$ cat src/rtl/core/dsf_pkg.sv
// shared constants, codes and types of the depth speckle filter
package dsf_pkg;

  // row memory geometry
  localparam int MAX_WIDTH  = 4096;
  localparam int WIDTH_CAP  = (MAX_WIDTH < 4096) ? MAX_WIDTH : 4096;
  localparam int HEIGHT_CAP = 4096;
  localparam int ADDR_W     = $clog2(MAX_WIDTH);
  localparam int CNT_W      = $clog2(WIDTH_CAP + 1);

  // field and register widths
  localparam int DEPTH_W = 16;
  localparam int CFG_W   = 13;
  localparam int THR_W   = 16;
  localparam int ROW_W   = 12;
  localparam int IDX_W   = 2;
  localparam int CMP_W   = (ADDR_W + 1 > CFG_W) ? ADDR_W + 1 : CFG_W;

  // command queue
  localparam int QUEUE_DEPTH = 4;
  localparam int QPTR_W      = $clog2(QUEUE_DEPTH);

  // register indexes
  localparam logic [IDX_W-1:0] CFG_IMAGE_WIDTH  = 2'd0;
  localparam logic [IDX_W-1:0] CFG_IMAGE_HEIGHT = 2'd1;
  localparam logic [IDX_W-1:0] CFG_THRESHOLD    = 2'd2;

  // operation codes
  localparam logic OP_PIXEL = 1'b0;
  localparam logic OP_DRAIN = 1'b1;

  // reset values of the registers
  localparam logic [CFG_W-1:0] RST_WIDTH     = 13'd640;
  localparam logic [CFG_W-1:0] RST_HEIGHT    = 13'd480;
  localparam logic [THR_W-1:0] RST_THRESHOLD = 16'd50;

  typedef struct packed {
    logic [CFG_W-1:0] width;
    logic [CFG_W-1:0] height;
    logic [THR_W-1:0] threshold;
  } dsf_cfg_t;

  typedef struct packed {
    logic [ADDR_W-1:0]  col;
    logic               emit;
    logic               has_up;
    logic               has_down;
    logic               has_left;
    logic               has_right;
    logic               wr_centre;
    logic               frame_end;
    logic [DEPTH_W-1:0] depth;
  } dsf_cmd_t;

endpackage

$ cat src/rtl/core/dsf_front.sv
// front end: raster bookkeeping, classifies each transaction into a row command
module dsf_front (
  input  logic                      clk,
  input  logic                      rst_n,
  input  dsf_pkg::dsf_cfg_t         cfg,
  input  logic                      in_valid,
  input  logic                      in_op,
  input  logic [dsf_pkg::DEPTH_W-1:0] in_depth,
  input  logic                      queue_full,
  output logic                      in_ready,
  output logic                      push,
  output dsf_pkg::dsf_cmd_t         push_cmd
);
  import dsf_pkg::*;

  logic [ADDR_W-1:0] column_r, column_nxt;
  logic [ROW_W-1:0]  row_r, row_nxt;
  logic [CNT_W-1:0]  pending_r, pending_nxt;

  logic [CFG_W-1:0]  w_eff, h_eff;
  logic [CMP_W-1:0]  w_ext;
  logic [ADDR_W-1:0] pix_col, drn_col;
  logic [CMP_W-1:0]  pix_col_p1, drn_col_p1;
  logic [CNT_W-1:0]  drn_left;
  logic              last_col, last_row, in_fire;

  assign in_ready = !queue_full;
  assign in_fire  = in_valid && in_ready;

  always_comb begin
    // effective frame size
    if (cfg.width == '0) begin
      w_eff = CFG_W'(1);
    end else if (cfg.width > CFG_W'(WIDTH_CAP)) begin
      w_eff = CFG_W'(WIDTH_CAP);
    end else begin
      w_eff = cfg.width;
    end
    if (cfg.height == '0) begin
      h_eff = CFG_W'(1);
    end else if (cfg.height > CFG_W'(HEIGHT_CAP)) begin
      h_eff = CFG_W'(HEIGHT_CAP);
    end else begin
      h_eff = cfg.height;
    end
    w_ext = CMP_W'(w_eff);

    // pixel path: stale column restarts at zero
    pix_col    = (CMP_W'(column_r) >= w_ext) ? '0 : column_r;
    pix_col_p1 = CMP_W'(pix_col) + CMP_W'(1);
    last_col   = pix_col_p1 >= w_ext;
    last_row   = (CFG_W'(row_r) + CFG_W'(1)) >= h_eff;

    // drain path: pending count saturates to the width
    drn_left   = (CMP_W'(pending_r) > w_ext) ? CNT_W'(w_eff) : pending_r;
    drn_col    = ADDR_W'(w_ext - CMP_W'(drn_left));
    drn_col_p1 = CMP_W'(drn_col) + CMP_W'(1);

    column_nxt = column_r;
    row_nxt    = row_r;
    pending_nxt = pending_r;
    push       = 1'b0;
    push_cmd   = '0;
    push_cmd.depth = in_depth;

    unique case (in_op)
      OP_PIXEL: begin
        push_cmd.col       = pix_col;
        push_cmd.emit      = row_r != '0;
        push_cmd.has_up    = row_r > ROW_W'(1);
        push_cmd.has_down  = 1'b1;
        push_cmd.has_left  = pix_col != '0;
        push_cmd.has_right = !last_col;
        push_cmd.wr_centre = 1'b1;
        push_cmd.frame_end = 1'b0;
        if (pending_r == '0) begin
          push = in_fire;
          if (last_col) begin
            column_nxt = '0;
            if (last_row) begin
              row_nxt     = '0;
              pending_nxt = CNT_W'(w_eff);
            end else begin
              row_nxt = row_r + ROW_W'(1);
            end
          end else begin
            column_nxt = ADDR_W'(pix_col_p1);
          end
        end
      end
      OP_DRAIN: begin
        push_cmd.col       = drn_col;
        push_cmd.emit      = 1'b1;
        push_cmd.has_up    = h_eff >= CFG_W'(2);
        push_cmd.has_down  = 1'b0;
        push_cmd.has_left  = drn_col != '0;
        push_cmd.has_right = drn_col_p1 < w_ext;
        push_cmd.wr_centre = 1'b0;
        push_cmd.frame_end = drn_left == CNT_W'(1);
        if (pending_r != '0) begin
          push        = in_fire;
          pending_nxt = drn_left - CNT_W'(1);
        end
      end
      default: begin
      end
    endcase
  end

  always_ff @(posedge clk) begin
    if (!rst_n) begin
      column_r  <= '0;
      row_r     <= '0;
      pending_r <= '0;
    end else if (in_fire) begin
      column_r  <= column_nxt;
      row_r     <= row_nxt;
      pending_r <= pending_nxt;
    end
  end

endmodule

$ cat config.mk
export PLATFORM = sky130hd
export DESIGN_NAME = dsf_front
export DESIGN_NICKNAME = d
export VERILOG_FILES = /design/src/rtl/core/dsf_pkg.sv /design/src/rtl/core/dsf_front.sv
export SDC_FILE = /design/constraint.sdc
export NUM_CORES = 1
export LEC_CHECK = 0
export BUFFER_PORTS_ARGS = -buffer_cell sky130_fd_sc_hd__buf_2
export CAP_MARGIN = 0
export CORE_AREA = 2 2 118 120
export CTS_CLUSTER_SIZE = 12
export DETAILED_ROUTE_END_ITERATION = 6
export DIE_AREA = 0 0 120 122
export GPL_TIMING_DRIVEN = 0
export HOLD_SLACK_MARGIN = 0.05
export PLACE_DENSITY = 0.67
export SKIP_LAST_GASP = 1
export SLEW_MARGIN = 20
export SYNTH_ARGS = -nofsm -noshare
export SYNTH_HDL_FRONTEND = slang
export SYNTH_SLANG_ARGS = --single-unit
$ cat constraint.sdc
create_clock -name clk -period 10.52 [get_ports clk]
set_clock_uncertainty 0.1 [all_clocks]
set_input_delay 1.052 -clock clk [delete_from_list [all_inputs] [get_ports clk]]
set_output_delay 1.052 -clock clk [all_outputs]
set_load 0.03 [all_outputs]
Word level (Yosys, flattened, before mapping). Index checks and enable logic that the tools add are counted.

Output and inout bits: 37. Register bits: 37.

Muxes and demuxes: 17. Reduce and logical (&&, ||, !) cells: 13. Add/subtract/negate cells: 6. $lt $le $gt $ge: 9. Bitwise operators: 1. Equality and inequality tests: 5.

Operators with widths (number): $mux W13 (9); $add A12 B1 Y13 const B (3); $logic_not A13 Y1 (3); $pmux W19 S2 (1); $mux W12 (3); $reduce_bool A12 Y1 (3); $ge A13 B13 Y1 (2); $gt A13 B13 Y1 const B (2); $pmux W13 S2 (1); $eq A13 B1 Y1 const B (1); $ge A12 B13 Y1 (1); $ge A13 B2 Y1 const B (1); $gt A13 B13 Y1 (1); $lt A13 B13 Y1 (1); $reduce_bool A13 Y1 (1); $sub A13 B1 Y13 const B (1); $add A12 B1 Y12 const B (1); $gt A12 B1 Y1 const B (1); $sub A12 B12 Y12 (1); $ne A2 B2 Y1 const B (3); $reduce_and A5 Y1 (1); $reduce_and A4 Y1 (1); $reduce_and A3 Y1 (1); $logic_not A1 Y1 (2); 5 further kinds (6).

Depth between registers and ports, before layout.
Depth in word-level cells: 10. Gate-level depth with buffers: 27. Depth with buffers taken out: 26.

Worst setup path after synthesis. OpenSTA, ideal clock, no wires.

Kind: in2out. Start point: input port cfg[32] (netlist name). End point: output port push_cmd[18] (netlist name). Arrival time: 7285 ps. Slack: 2083 ps. Stages: 26. Path buffers: 1. Path through: or4_1 > nor3_1 > or3b_2 > a21oi_1 > ha_1 > nand3_1 > or2_2 > a21boi_2 > buf_2 > and2_1 > a21o_1 > ha_1 > inv_1 > fa_1 > a211oi_1 > o21bai_1 > a2111oi_0 > nor2_1 > xnor2_1 > nor4b_2 > xor2_1 > ha_1 > a21oi_1 > nand2_1 > a2111oi_0 > a21bo_2.

RTL lines: from (decl) (RTL line dsf_front.sv:5) `input dsf_pkg::dsf_cfg_t cfg,`; to (decl) (RTL line dsf_front.sv:12) `output dsf_pkg::dsf_cmd_t push_cmd`.

==> results.yml <==
layout:
  fin_nets: 978
  syn2layout_area_growth_pct: 12.49
  num_antenna_cells: 0
  finalInstanceArea_sq_um: 6242
  drive_above_1_share_pct: 14.46
  nFillCells: 1398
  fin_cells: 1010
synthesis:
  syn_area_per_cell_sq_um: 7.330
  synth_edf_count: 0
  ys_ff_latch: 37
  yosysMostFrequentCell: "nand2_1"
  synth_area_leaders: "ha_1 (19%), dfxtp_1 (13%), nand2_1 (5.8%), a21oi_1 (5.6%), nand3_1 (5.1%)"
  synth_fp_nets: 906
  yosys.area.top_type_share_pct: 19.17
  synth_seq_area_share_pct: 13.35
  ys_top_cells_by_count: "nand2_1 (86), ha_1 (85), a21oi_1 (62)"
  synth_cell_types: 74
  netlist_area_sq_um: 5549
  async_reset_ff_share_pct: 0
  syn_inst: 757
  ys.flop_type: "dfxtp_1"
  yosys.area.top_type: "ha_1"
  yosysWarnings: 0
setup_path:
  cp-end-kind: "output pin"
  worst_r2r_path_depth: 24
  worstSetupPathType: "primary input to output pin"
  reg2reg_to: "pending_r[3]"
  worstPathArrival_ps: 8450
  crit_fanout: 10
  cp_num_buf_inv: 4
  worst_path_max_delay_cell: "or4_1"
  cp_data_required_time_ps: 9370
  cpPeakStageDelay_ps: 580
  rrSetupSlack_ps: 4520
  r2r-start: "column_r[0]"
  cpLargestDelayFamily: "compound AO/OA/AOI/OAI gates"
  start_kind: "primary input"
route:
  routed_wl_um: 15980
  avgRoutedWirePerCell_um: 15.82
  vias: 5718
  first_pass_iters: 5
  ant_nets: 0
  first_iter_violations: 398
  drc_errors: 0
  avgViaCountPerCell: 5.661
grt:
  antenna_found_initial: 0
  grt_pass1_vias: 5445
  grt.overflow.total: 0
  grt_max_degree: 13
  gr-usage-all-layers_pct: 22.37
  grt_pass1_wl_um: 26750
timing:
  setup-violations-final: 0
  finalCritPeriodShare_pct: 91.30
  relSlewSlack_pct: 39.14
  drv_slew: 0
  grt_setup_unrepaired: "false"
  setup_slack_ps: 915.3
  period_needed_ps: 9605
  worst_pin_slew_ps: 901.1
  whs_ps: 396.5
  max_clock_freq_mhz: 104.1
  fin_setup_tns_ps: 0
  final-hold-violation-count: 0
die:
  pin_count: 100
  die_h_um: 122
  dieArea_sq_um: 14640
  fp.dieW_um: 120
  num_rows: 43
  core_sq_um: 13500
  initial_core_util_pct: 41.09
power_and_ir_drop:
  p_per_area_nw_per_um2: 202.8
  p_leak_nw: 2.736
  ir_worst_vdd_mv: 0.09004
clock_network:
  cts_max_level: 2
  clk_latency_ps: 280
  cts_max_path_buffers: 2
  cts_hold_buf: 0
  clockRootBuffer: "clkbuf_16"
  cts_tree: "built"
  post_cts_resized: 0
  post-cts-setup-buffers: 0
  cts.sinks: 37
  numCtsBuffers: 5
  path_clk_slew_ps: 60
placement:
  dp_hpwl_um: 12790
  postPlaceCellArea_sq_um: 6100
  port_buffers: 65
  place_congestion: 0.9320
  dp.cells: 1002
  pre_cts_ws_ps: 643.5
min_path:
  hold_start: "row_r[1]"
  min_path_cells: 2
  hold_path.class: "flip-flop to flip-flop"
  min_delay_worst_endpoint: "row_r[1]"
flow_run:
  maxCapViolCount: 0
status:
  outcome: "completed"
per-stage QoR:
stage                     power [mW]  utilization, %
after floorplan               0.9013               -
after global placement         1.097           45.17
after detailed placement       1.105           45.17
after CTS                      1.261           46.20
after global routing           1.381           46.22
final                          1.266           46.22
cells in the final DEF, fill, tap and decap left out, types with 4 or more instances in the layout:
cell and instances:
nand3_1 56, o31a_1 4, ha_1 85, or3_1 10, nor4_1 9, dfxtp_1 37, o21a_1 10, a211o_1 4
buf_4 19, a31oi_1 11, and2_1 6, xor2_1 22, nor2b_1 13, nor2_1 50, nand4_1 6, buf_2 70
inv_1 37, mux2i_1 11, o21ai_0 39, clkbuf_1 27, a21o_1 4, nor3_1 16, and4_1 5, o211ai_1 5
nand2_1 86, a21oi_1 61, xnor2_1 24, clkbuf_16 5, or4_1 8, and3_1 13, or2_2 4
how the worst max path moves through the flow:
stage	start	to	slack, ps	cells past startpoint
after global routing	cfg[32]	push_cmd[18]	290	27
after global placement	cfg[32]	push_cmd[18]	680	28
after detailed placement	cfg[32]	push_cmd[18]	640	28
after CTS	cfg[32]	push_cmd[18]	670	28
after floorplan	cfg[32]	push_cmd[18]	2080	26
final	cfg[32]	push_cmd[18]	920	28
layout make-up:
class	instances	area, sq um	share of cell area (%)
Buffer	51	276.5	4.430
Clock buffer	6	128.9	2.065
Clock inverter	2	10.01	0.1604
Inverter	39	146.4	2.345
Multi-Input combinational cell	630	4389	70.31
Sequential cell	37	740.7	11.87
Tap cell	180	225.2	3.608
Timing Repair Buffer	65	325.3	5.211
worst register-to-register path: cells and delay by family, from the launching register on:
kind | cells | cell delay (ps)
DFF | 1 | 300
and+or+nand+nor | 6 | 970
adders and majority gates | 3 | 750
xor gates and xnor gates | 1 | 150
AOI/OAI and AO/OA | 9 | 2540
buffers and inverters | 5 | 1050
kinds of logic after synthesis:
family | Yosys count | synth area share (%)
simple gates | 300 | 27.96
compound gates | 187 | 22.30
buf+inv | 90 | 7.621
fa+ha+maj | 86 | 19.53
xor+xnor | 46 | 7.260
flops | 37 | 13.35
mux | 11 | 1.984
routing by layer:
layer	vias to the layer above	share of wire, %	GRT usage, %
met1	2602	45	28.74
li1	2901	-	-
met5	-	0	0
met3	32	5.7	2.434
met2	183	47	39.42
met4	0	2.5	6.618
registers in the layout, indices dropped and copies added, names as in the netlist:
name,count
column_r,12
pending_r,13
row_r,12
where the power goes:
part / leakage, nW / switching (mW) / internal [mW]
sequential: 0.298 / 0.0202 / 0.154
clock: 0.0706 / 0.0601 / 0.0871
combinational: 2.37 / 0.572 / 0.373
total: 2.74 / 0.652 / 0.614
Power figures use the tool's default switching activity.
