[config.mk]
export PLATFORM = sky130hd
export DESIGN_NAME = dsf_cmd_fifo
export DESIGN_NICKNAME = d
export VERILOG_FILES = /design/src/rtl/core/dsf_pkg.sv /design/src/rtl/core/dsf_cmd_fifo.sv
export SDC_FILE = /design/constraint.sdc
export NUM_CORES = 1
export LEC_CHECK = 0
export BUFFER_PORTS_ARGS = -buffer_cell sky130_fd_sc_hd__buf_2
export CAP_MARGIN = 20
export CORE_MARGIN = 8
export CORE_UTILIZATION = 61
export CTS_CLUSTER_DIAMETER = 120
export DETAILED_ROUTE_END_ITERATION = 16
export GPL_ROUTABILITY_DRIVEN = 0
export PLACE_DENSITY = 0.9
export SLEW_MARGIN = 40
export SYNTH_ARGS = -nofsm -noshare
export SYNTH_HDL_FRONTEND = slang
export SYNTH_SLANG_ARGS = --single-unit
[constraint.sdc]
create_clock -name clk -period 5.9 [get_ports clk]
set_clock_uncertainty 0.15 [all_clocks]
set_input_delay 1.475 -clock clk [delete_from_list [all_inputs] [get_ports clk]]
set_output_delay 1.475 -clock clk [all_outputs]
set_load 0.05 [all_outputs]
[src/rtl/core/dsf_pkg.sv]
// shared constants, codes and types of the depth speckle filter
package dsf_pkg;

  // row memory geometry
  localparam int MAX_WIDTH  = 4096;
  localparam int WIDTH_CAP  = (MAX_WIDTH < 4096) ? MAX_WIDTH : 4096;
  localparam int HEIGHT_CAP = 4096;
  localparam int ADDR_W     = $clog2(MAX_WIDTH);
  localparam int CNT_W      = $clog2(WIDTH_CAP + 1);

  // field and register widths
  localparam int DEPTH_W = 16;
  localparam int CFG_W   = 13;
  localparam int THR_W   = 16;
  localparam int ROW_W   = 12;
  localparam int IDX_W   = 2;
  localparam int CMP_W   = (ADDR_W + 1 > CFG_W) ? ADDR_W + 1 : CFG_W;

  // command queue
  localparam int QUEUE_DEPTH = 4;
  localparam int QPTR_W      = $clog2(QUEUE_DEPTH);

  // register indexes
  localparam logic [IDX_W-1:0] CFG_IMAGE_WIDTH  = 2'd0;
  localparam logic [IDX_W-1:0] CFG_IMAGE_HEIGHT = 2'd1;
  localparam logic [IDX_W-1:0] CFG_THRESHOLD    = 2'd2;

  // operation codes
  localparam logic OP_PIXEL = 1'b0;
  localparam logic OP_DRAIN = 1'b1;

  // reset values of the registers
  localparam logic [CFG_W-1:0] RST_WIDTH     = 13'd640;
  localparam logic [CFG_W-1:0] RST_HEIGHT    = 13'd480;
  localparam logic [THR_W-1:0] RST_THRESHOLD = 16'd50;

  typedef struct packed {
    logic [CFG_W-1:0] width;
    logic [CFG_W-1:0] height;
    logic [THR_W-1:0] threshold;
  } dsf_cfg_t;

  typedef struct packed {
    logic [ADDR_W-1:0]  col;
    logic               emit;
    logic               has_up;
    logic               has_down;
    logic               has_left;
    logic               has_right;
    logic               wr_centre;
    logic               frame_end;
    logic [DEPTH_W-1:0] depth;
  } dsf_cmd_t;

endpackage

[src/rtl/core/dsf_cmd_fifo.sv]
// small command queue between front end and back end
module dsf_cmd_fifo (
  input  logic              clk,
  input  logic              rst_n,
  input  logic              push,
  input  dsf_pkg::dsf_cmd_t push_cmd,
  input  logic              pop,
  output logic              full,
  output logic              head_valid,
  output dsf_pkg::dsf_cmd_t head_cmd
);
  import dsf_pkg::*;

  dsf_cmd_t           slot_r [QUEUE_DEPTH];
  logic [QPTR_W-1:0]  wr_ptr_r, rd_ptr_r;
  logic [QPTR_W:0]    count_r;

  assign full       = count_r == (QPTR_W + 1)'(QUEUE_DEPTH);
  assign head_valid = count_r != '0;
  assign head_cmd   = slot_r[rd_ptr_r];

  always_ff @(posedge clk) begin
    if (push) begin
      slot_r[wr_ptr_r] <= push_cmd;
    end
  end

  always_ff @(posedge clk) begin
    if (!rst_n) begin
      wr_ptr_r <= '0;
      rd_ptr_r <= '0;
      count_r  <= '0;
    end else begin
      if (push) begin
        wr_ptr_r <= wr_ptr_r + QPTR_W'(1);
      end
      if (pop) begin
        rd_ptr_r <= rd_ptr_r + QPTR_W'(1);
      end
      priority if (push && !pop) begin
        count_r <= count_r + (QPTR_W + 1)'(1);
      end else if (pop && !push) begin
        count_r <= count_r - (QPTR_W + 1)'(1);
      end else begin
        count_r <= count_r;
      end
    end
  end

endmodule

Word-level counts from Yosys, hierarchy flattened
Memory sizes are Yosys's and may differ from the RTL's. A register that Yosys moved wholly into a read port is not among the register bits.
Index checks and enable logic that the tools add are counted.
{ "totals": {"mem_count": 1, "ram_bits": 140, "reg_bits": 7, "word_cells": 21, "inputBits": 39} }
{ "classes": {"n_reduce_logical": 6, "muxes": 6, "add_sub_neg": 4, "n_eq_ne": 1} }
{ "mem_list": {"columns": ["memory", "words", "width", "rd", "rd_clocked_by_memory_dff", "write_ports", "line", "rtl"], "rows": [
  ["slot_r", 4, 35, 1, 1, 1, "dsf_cmd_fifo.sv:14", "dsf_cmd_t slot_r [QUEUE_DEPTH];"]
]} }
{ "op_table": {"columns": ["operator", "count"], "rows": [
  ["$mux 3", 2],
  ["$add 2x1->2 const B", 2],
  ["$mux 2", 2],
  ["$add 3x1->3 const B", 1],
  ["$eq 3x3->1 const B", 1],
  ["$reduce_bool 3->1", 1],
  ["$sub 3x1->3 const B", 1],
  ["$logic_and 1x1->1", 2],
  ["$logic_not 1->1", 2],
  ["$mux 1", 2],
  ["$reduce_bool 2->1", 1]
]} }

Longest topological paths before layout
Gate-level depths: netlist (run 1).
{ "depth": {"ltp_word": 4, "ltp_mapped": 7, "mapped_depth_nobuf": 7} }

Worst setup path before layout (run 1)
Ideal clock, no wire load.
{ "synth_timing": {"path_kind": "register -> output", "from": "reg count_r[0]", "to": "out full", "required_ps": 4275, "setup_slack_ps": 2777, "arrival_time_ps": 1498, "path_stages_with_launch": 2, "path_cell_list": "dfxtp_1 nor3b_1"} }
{ "synth_between": {"elab_chain_len": 1} }
{ "synth_rtl": {"columns": ["item", "line", "rtl"], "rows": [
  ["from (decl)", "dsf_cmd_fifo.sv:16", "logic [QPTR_W:0] count_r;"],
  ["from (signal assigned)", "dsf_cmd_fifo.sv:41", "count_r <= count_r + (QPTR_W + 1)'(1);"],
  ["from (signal assigned)", "dsf_cmd_fifo.sv:43", "count_r <= count_r - (QPTR_W + 1)'(1);"],
  ["from (signal assigned)", "dsf_cmd_fifo.sv:45", "count_r <= count_r;"],
  ["$eq 3x3->1", "dsf_cmd_fifo.sv:18", "assign full = count_r == (QPTR_W + 1)'(QUEUE_DEPTH);"],
  ["to (decl)", "dsf_cmd_fifo.sv:8", "output logic full,"]
]} }
Every way passes these cells.

==> results of run 1 <==
[per-layer routing]
metal	vias up	part of all wire, %
met3	12	6.1
met1	1301	40
met5	-	0.13
li1	1125	-
met4	2	1.5
met2	91	52
[worst paths after layout]
path | slack (ps) | end | from | depth (start not counted)
worst max-delay path | 1760 | head_cmd[21] | register | 3
worst min-delay path | 380 | count_r[2]$_SDFFE_PN0P_ | count_r[2]$_SDFFE_PN0P_ | 2
worst max register to register | 4220 | count_r[2]$_SDFFE_PN0P_ | count_r[0]$_SDFFE_PN0P_ | 4
worst min register to register | 380 | count_r[2]$_SDFFE_PN0P_ | count_r[2]$_SDFFE_PN0P_ | 2
[area by class of cell]
class / instances / area [µm²] / area share, %
clock buffers: 17 / 414 / 6.30
clock inverters: 15 / 160 / 2.44
inverters: 4 / 15.0 / 0.229
multi-input cells: 65 / 1070 / 16.3
flip-flops and latches: 149 / 4390 / 66.8
well taps: 111 / 139 / 2.11
repair buffers: 76 / 383 / 5.83
[power by group through the flow]
stage               clock [mW]  combinational [mW]  sequential (mW)
floorplan                    0               0.275             1.25
global placement             0               0.329             1.26
detailed placement           0               0.336             1.27
CTS                       1.04               0.338             1.24
global route              1.08               0.350             1.25
finish                    1.03               0.332             1.24
[critical path: cells and delay by family (launching register included)]
family | cells | cell delay (ps)
buf+inv | 2 | 670
flops | 1 | 710
mux | 1 | 580
[logic make-up (layout without fill, tap and decap cells)]
logic type      count (synthesis)  count (layout)  share of synthesized area (%)
flops                         149             149                           79.0
mux                            37              37                           14.9
simple gates                   15              15                           1.67
buf+inv                        12             112                           1.92
fa+ha+maj                       6               6                           1.49
xor+xnor                        5               5                          0.789
compound gates                  2               2                          0.225
[registers in the layout (all words and copies together) (netlist names), named ones only]
register	cells
slot_r	140
count_r	3
wr_ptr_r	2
rd_ptr_r	2
[metrics by stage]
stage / cells / setup slack [ps] / util, % / hold slack, ps / power, mW
3_5_place_dp: 405 / 2230 / 66.4 / 390 / 1.60
3_3_place_gp: 405 / 2220 / 66.4 / 337 / 1.59
5_1_grt: 437 / 1550 / 72.8 / 420 / 2.68
2_1_floorplan: 226 / 2780 / - / 317 / 1.52
4_1_cts: 437 / 1660 / 72.8 / 397 / 2.62
6_report: 437 / 1760 / 72.8 / 384 / 2.60
[placed cells by master (no fill, tap or decap), drive strengths merged, types with 3 or more instances in the layout]
cell type	n
edfxtp	140
and2	9
inv	13
xor2	3
ha	5
mux4	35
clkinv	4
buf	76
clkbuf	17
dfxtp	9
==> results.ini, run 1 <==
[status]
outcome=complete, no violations

[global_route]
grt_antenna_before_repair=1
via_count_of_the_first_global_routing_pass=2763
met3_usage_pct=5.70
grt.busiest_layer=met2
grtUsageMet2_pct=25.9
groute.usage.overall_pct=15.7
grt_first_pass_wirelength_um=14500
pin_count_of_the_biggest_net_entering_global_routing=36
grt_overflow=0
groute.layer.met1.usage_pct=17.7

[power_and_ir_drop]
power.density_cell_area_nw_per_um2=396
net-switching-power_uw=705
worst_ir_drop_vdd_uv=228
power.static_leakage_nw=2.29
cellInternalPower_mw=1.90
p_clk_share_pct=39.4
combPwrFrac_pct=12.8
netSwitchingFraction_pct=27.1
seqPwrFrac_pct=47.8

[synth]
synth_largest_area_cell=edfxtp_1
synthesis.instances=226
ys_dominant_reg_cell=edfxtp_1
synth_fp_nets=271
synth.area.top_cells=edfxtp_1, mux4_2, dfxtp_1
syn_avg_cell_area_um2=24.6
synth_edf_count=140
yosysWarningCount=0
synth_sequential_area_ratio_pct=79.0
yosysUniqueCellTypes=21
ys_async_sr_fraction_pct=0
synth_commonest_cells=edfxtp_1, mux4_2, and2_1, dfxtp_1
yosysTopAreaCellShare_pct=75.8
postSynthRegisterBits=149
netlist_area_um2=5550
yosys.cell_count.top_type=edfxtp_1

[die]
die_area_um2=12400
die_w_um=111
die_h_um=111
boundaryPins=76
rows=35
start_util_pct=61.5
core_um2=9020

[critical_path]
worst-setup-path-type=register to output port
worst-endpoint-required_ps=4280
critical_path.cell_chain=buf_4 > mux4_1 > buf_2
cpPeakStageDelay_ps=710
worstSetupStartpointType=register
worstSetupEndpointType=output port
cp_slowest_cell=dfxtp_2
critPathArrivalTime_ps=2510
worstPathMaxFanout=19

[sta]
timing.final.crit_share_pct=70.1
max_slew.worst_pin.slew_ps=587
finalSetupViolCount=0
final.setup.tns_ps=0
layout_min_cycle_time_ps=4140
fmax_ghz=0.242
timing.final.max_slew_violations=0
final_hold_viol_count=0
timing.max_slew.rel_slack_pct=60.9
grt_setup_unrepaired=false

[clocking]
postCtsSetupRepairBufs=0
cts.reportedPaths.clkPinSlew_ps=60
cts_made_buffers=17
clock_tree.root_cell=clkbuf_8
htree_levels=4
cts_hold_repair.buffers=0
worst_skew_pair.late_latency_ps=520
clockBufferDepth=2
cts_repair_resized_insts=0
cts.sinks=149
cts_tree=done

[routing]
avgViaCountPerCell=5.79
detailed_router_s_first_iteration_violation_count=167
length_of_the_first_detailed_routing_pass_in_iterations=6
routed_wirelength_normalized_by_instance_count_um=21.2
num_vias=2531
drc=0
postRouteWirelength_um=9270
drtAntennaViolNets=0

[final_layout]
post_route_cells_drive_above_1_share_pct=44.2
num_antenna_cells=0
final_area_um2=6570
nets=358
final.fill_count=513
flow.area_growth_from_synthesis_pct=18.4

[flow_run]
max_cap_viol_count=0

[placed_design]
buffer_ports.inserted=75
dp_hpwl_um=5430
total_cell_area_at_the_placement_stage_um2=5990

[min_path]
worst_hold_path_type=register to register

(Power assumes the default switching activity.)
==> inputs of run 2 (changes only) <==
- ABC_AREA: default -> 1
- CORE_UTILIZATION: 61 -> 51
- PLACE_DENSITY: 0.9 -> 0.81
- clock period: 5.9 -> 3.75 ns (I/O delays scaled with it)
==> results.ini, run 2 <==
[status]
outcome=complete, no violations

[critical_path]
worstSetupStartpointType=register
worst-endpoint-required_ps=2660  ; -1620 ps
worst-setup-path-type=register to output port
critPathArrivalTime_ps=2190  ; -320 ps
worstSetupEndpointType=output port
worstPathMaxFanout=70  ; +51

[synth]
synth_commonest_cells=edfxtp_1, nor2_1, o21ai_0
synthesis.instances=397  ; +76%
yosysWarningCount=0  ; unchanged
synth_fp_nets=442  ; +63%
postSynthRegisterBits=149  ; unchanged
ys_async_sr_fraction_pct=0  ; unchanged
synth_edf_count=140  ; unchanged
netlist_area_um2=5620  ; +1.3%
synth.area.top_cells=edfxtp_1, nor2_1, o21ai_0
yosysTopAreaCellShare_pct=74.8  ; -0.99 points
yosysUniqueCellTypes=19  ; -9.5%
synth_sequential_area_ratio_pct=78.0  ; -1.0 points
yosys.cell_count.top_type=edfxtp_1
synth_largest_area_cell=edfxtp_1
syn_avg_cell_area_um2=14.2  ; -42%
ys_dominant_reg_cell=edfxtp_1

[routing]
drtAntennaViolNets=0  ; unchanged
num_vias=3468  ; +37%
routed_wirelength_normalized_by_instance_count_um=18.9  ; -11%
length_of_the_first_detailed_routing_pass_in_iterations=4  ; -2
drc=0  ; unchanged
avgViaCountPerCell=5.55  ; -4.2%
detailed_router_s_first_iteration_violation_count=222  ; +33%
postRouteWirelength_um=11800  ; +28%

[global_route]
pin_count_of_the_biggest_net_entering_global_routing=71  ; +97%
via_count_of_the_first_global_routing_pass=3545  ; +28%
grt_antenna_before_repair=1  ; unchanged
groute.usage.overall_pct=16.6  ; +0.88 points
grt_overflow=0  ; unchanged
grt_first_pass_wirelength_um=18300  ; +26%

[final_layout]
finish.utilization_pct=61.6  ; -11 points
flow.area_growth_from_synthesis_pct=18.2
top_register=slot_r
final_area_um2=6650  ; +1.2%
top_regs=slot_r x140, count_r x3
post_route_cells_drive_above_1_share_pct=22.7  ; -21 points
mostFrequentLayoutCells=edfxtp_1, nor2_1, buf_2
most_common_cell_after_layout_fill_and_taps_aside=edfxtp_1
nets=517  ; +44%
largest_reg_flops=140  ; unchanged

[sta]
fmax_ghz=0.306
final_hold_viol_count=0  ; unchanged
setup_slack_ps=477  ; -1290 ps
max_slew.worst_pin.slew_ps=718  ; +131 ps
final.hold.worst_slack_ps=324  ; -60.7 ps
timing.final.max_slew_violations=0  ; unchanged
timing.final.crit_share_pct=87.3
grt_setup_unrepaired=false
final.setup.tns_ps=0  ; unchanged
layout_min_cycle_time_ps=3270
timing.max_slew.rel_slack_pct=52.1  ; -8.8 points
finalSetupViolCount=0  ; unchanged

[die]
die_area_um2=14600  ; +18%
start_util_pct=52.1  ; -9.4 points
die_h_um=121  ; +8.6%
boundaryPins=76  ; unchanged
die_w_um=121  ; +8.6%
core_um2=10800  ; +20%
rows=38  ; +8.6%

[clocking]
cts.reportedPaths.clkPinSlew_ps=60  ; about the same
worst_skew_pair.late_latency_ps=510  ; about the same
htree_levels=4  ; unchanged
clock_tree.root_cell=clkbuf_8
cts_made_buffers=17  ; unchanged
cts.sinks=149  ; unchanged
cts_hold_repair.buffers=0  ; unchanged
clockBufferDepth=2  ; unchanged
postCtsSetupRepairBufs=0  ; unchanged
cts_tree=done
cts_repair_resized_insts=0  ; unchanged

[power_and_ir_drop]
worst_ir_drop_vdd_uv=353  ; +55%
netSwitchingFraction_pct=25.0  ; -2.1 points
power.density_cell_area_nw_per_um2=615  ; +55%
power.static_leakage_nw=2.40  ; +4.8%
cellInternalPower_mw=3.06  ; +62%
combPwrFrac_pct=12.3  ; -0.5 points
p_clk_share_pct=40.7  ; +1.3 points
seqPwrFrac_pct=47.0  ; -0.8 points
net-switching-power_mw=1.02  ; +45%

[flow_run]
max_cap_viol_count=0  ; unchanged

[placed_design]
buffer_ports.inserted=75  ; unchanged
total_cell_area_at_the_placement_stage_um2=6060  ; +1.1%
dp_hpwl_um=6570  ; +21%
dp_slack_ps=1010  ; -1220 ps

[min_path]
worst_hold_path_type=register to register

-- run 2: changes by cell type after synthesis, moves of 11 or more --
cell and delta:
inv_1 +11, o21ai_1 +21, nor2_1 +76, o22ai_1 +35
o21ai_0 +54, mux4_2 -30
-- run 2: metrics by stage --
| step | instances | power, mW |
|---|---|---|
| after detailed placement | 593 | 2.46 |
| after floorplan | 397 | 2.32 |
| final | 625 | 4.09 |
| after global placement | 593 | 2.44 |
| after global routing | 625 | 4.22 |
| after CTS | 624 | 4.12 |
-- run 2: per-layer routing --
layer / routed length [µm] / part of all wire [%] / global-route usage (%) / vias to the layer above
met4: 154 / 1.3 / 7.03 / 0
li1: - / - / - / 1628
met2: 6130 / 52 / 28.4 / 106
met3: 812 / 6.9 / 6.10 / 14
met1: 4730 / 40 / 18.2 / 1720
met5: 0 / 0 / 0 / -
-- run 2: kinds of logic after synthesis --
logic type	after synthesis	share of synthesized area (%)
and+or+nand+nor	89	6.03
buffers and inverters	38	3.52
DFF	149	78.0
adders and majority gates	6	1.47
AOI/OAI and AO/OA	115	11.0
-- run 2: critical path: stages, from the launching register on --
cell     delay (ps)
dfxtp_2         350
buf_4           570
o21ai_0         200
o22ai_1         230
buf_2           310
-- run 2: final timing paths --
check / endpoint / cells past startpoint / slack, ps / startpoint
setup / recovery: head_cmd[30] / 4 / 480 / register
hold / removal: rd_ptr_r[1]$_SDFFE_PN0P_ / 1 / 320 / rd_ptr_r[1]$_SDFFE_PN0P_
setup reg to reg: slot_r[2][8]$_DFFE_PP_ / 4 / 1820 / wr_ptr_r[0]$_SDFFE_PN0P_
hold reg to reg: rd_ptr_r[1]$_SDFFE_PN0P_ / 1 / 320 / rd_ptr_r[1]$_SDFFE_PN0P_
-- run 2: area by class of cell --
class | instances | area [µm²]
inverters | 17 | 73.8
diodes | 1 | 2.50
well taps | 140 | 175
multi-input cells | 210 | 1040
repair buffers | 77 | 390
fillers | 820 | 4140
clock buffers | 17 | 414
clock inverters | 14 | 166
flip-flops and latches | 149 | 4390
-- run 2: power by group through the flow --
stage | clock network [mW] | registers, mW | logic [mW]
5_1_grt | 1.76 | 1.93 | 0.539
6_report | 1.67 | 1.92 | 0.503
4_1_cts | 1.69 | 1.92 | 0.510
3_3_place_gp | 0 | 1.95 | 0.491
2_1_floorplan | 0 | 1.95 | 0.369
3_5_place_dp | 0 | 1.95 | 0.506
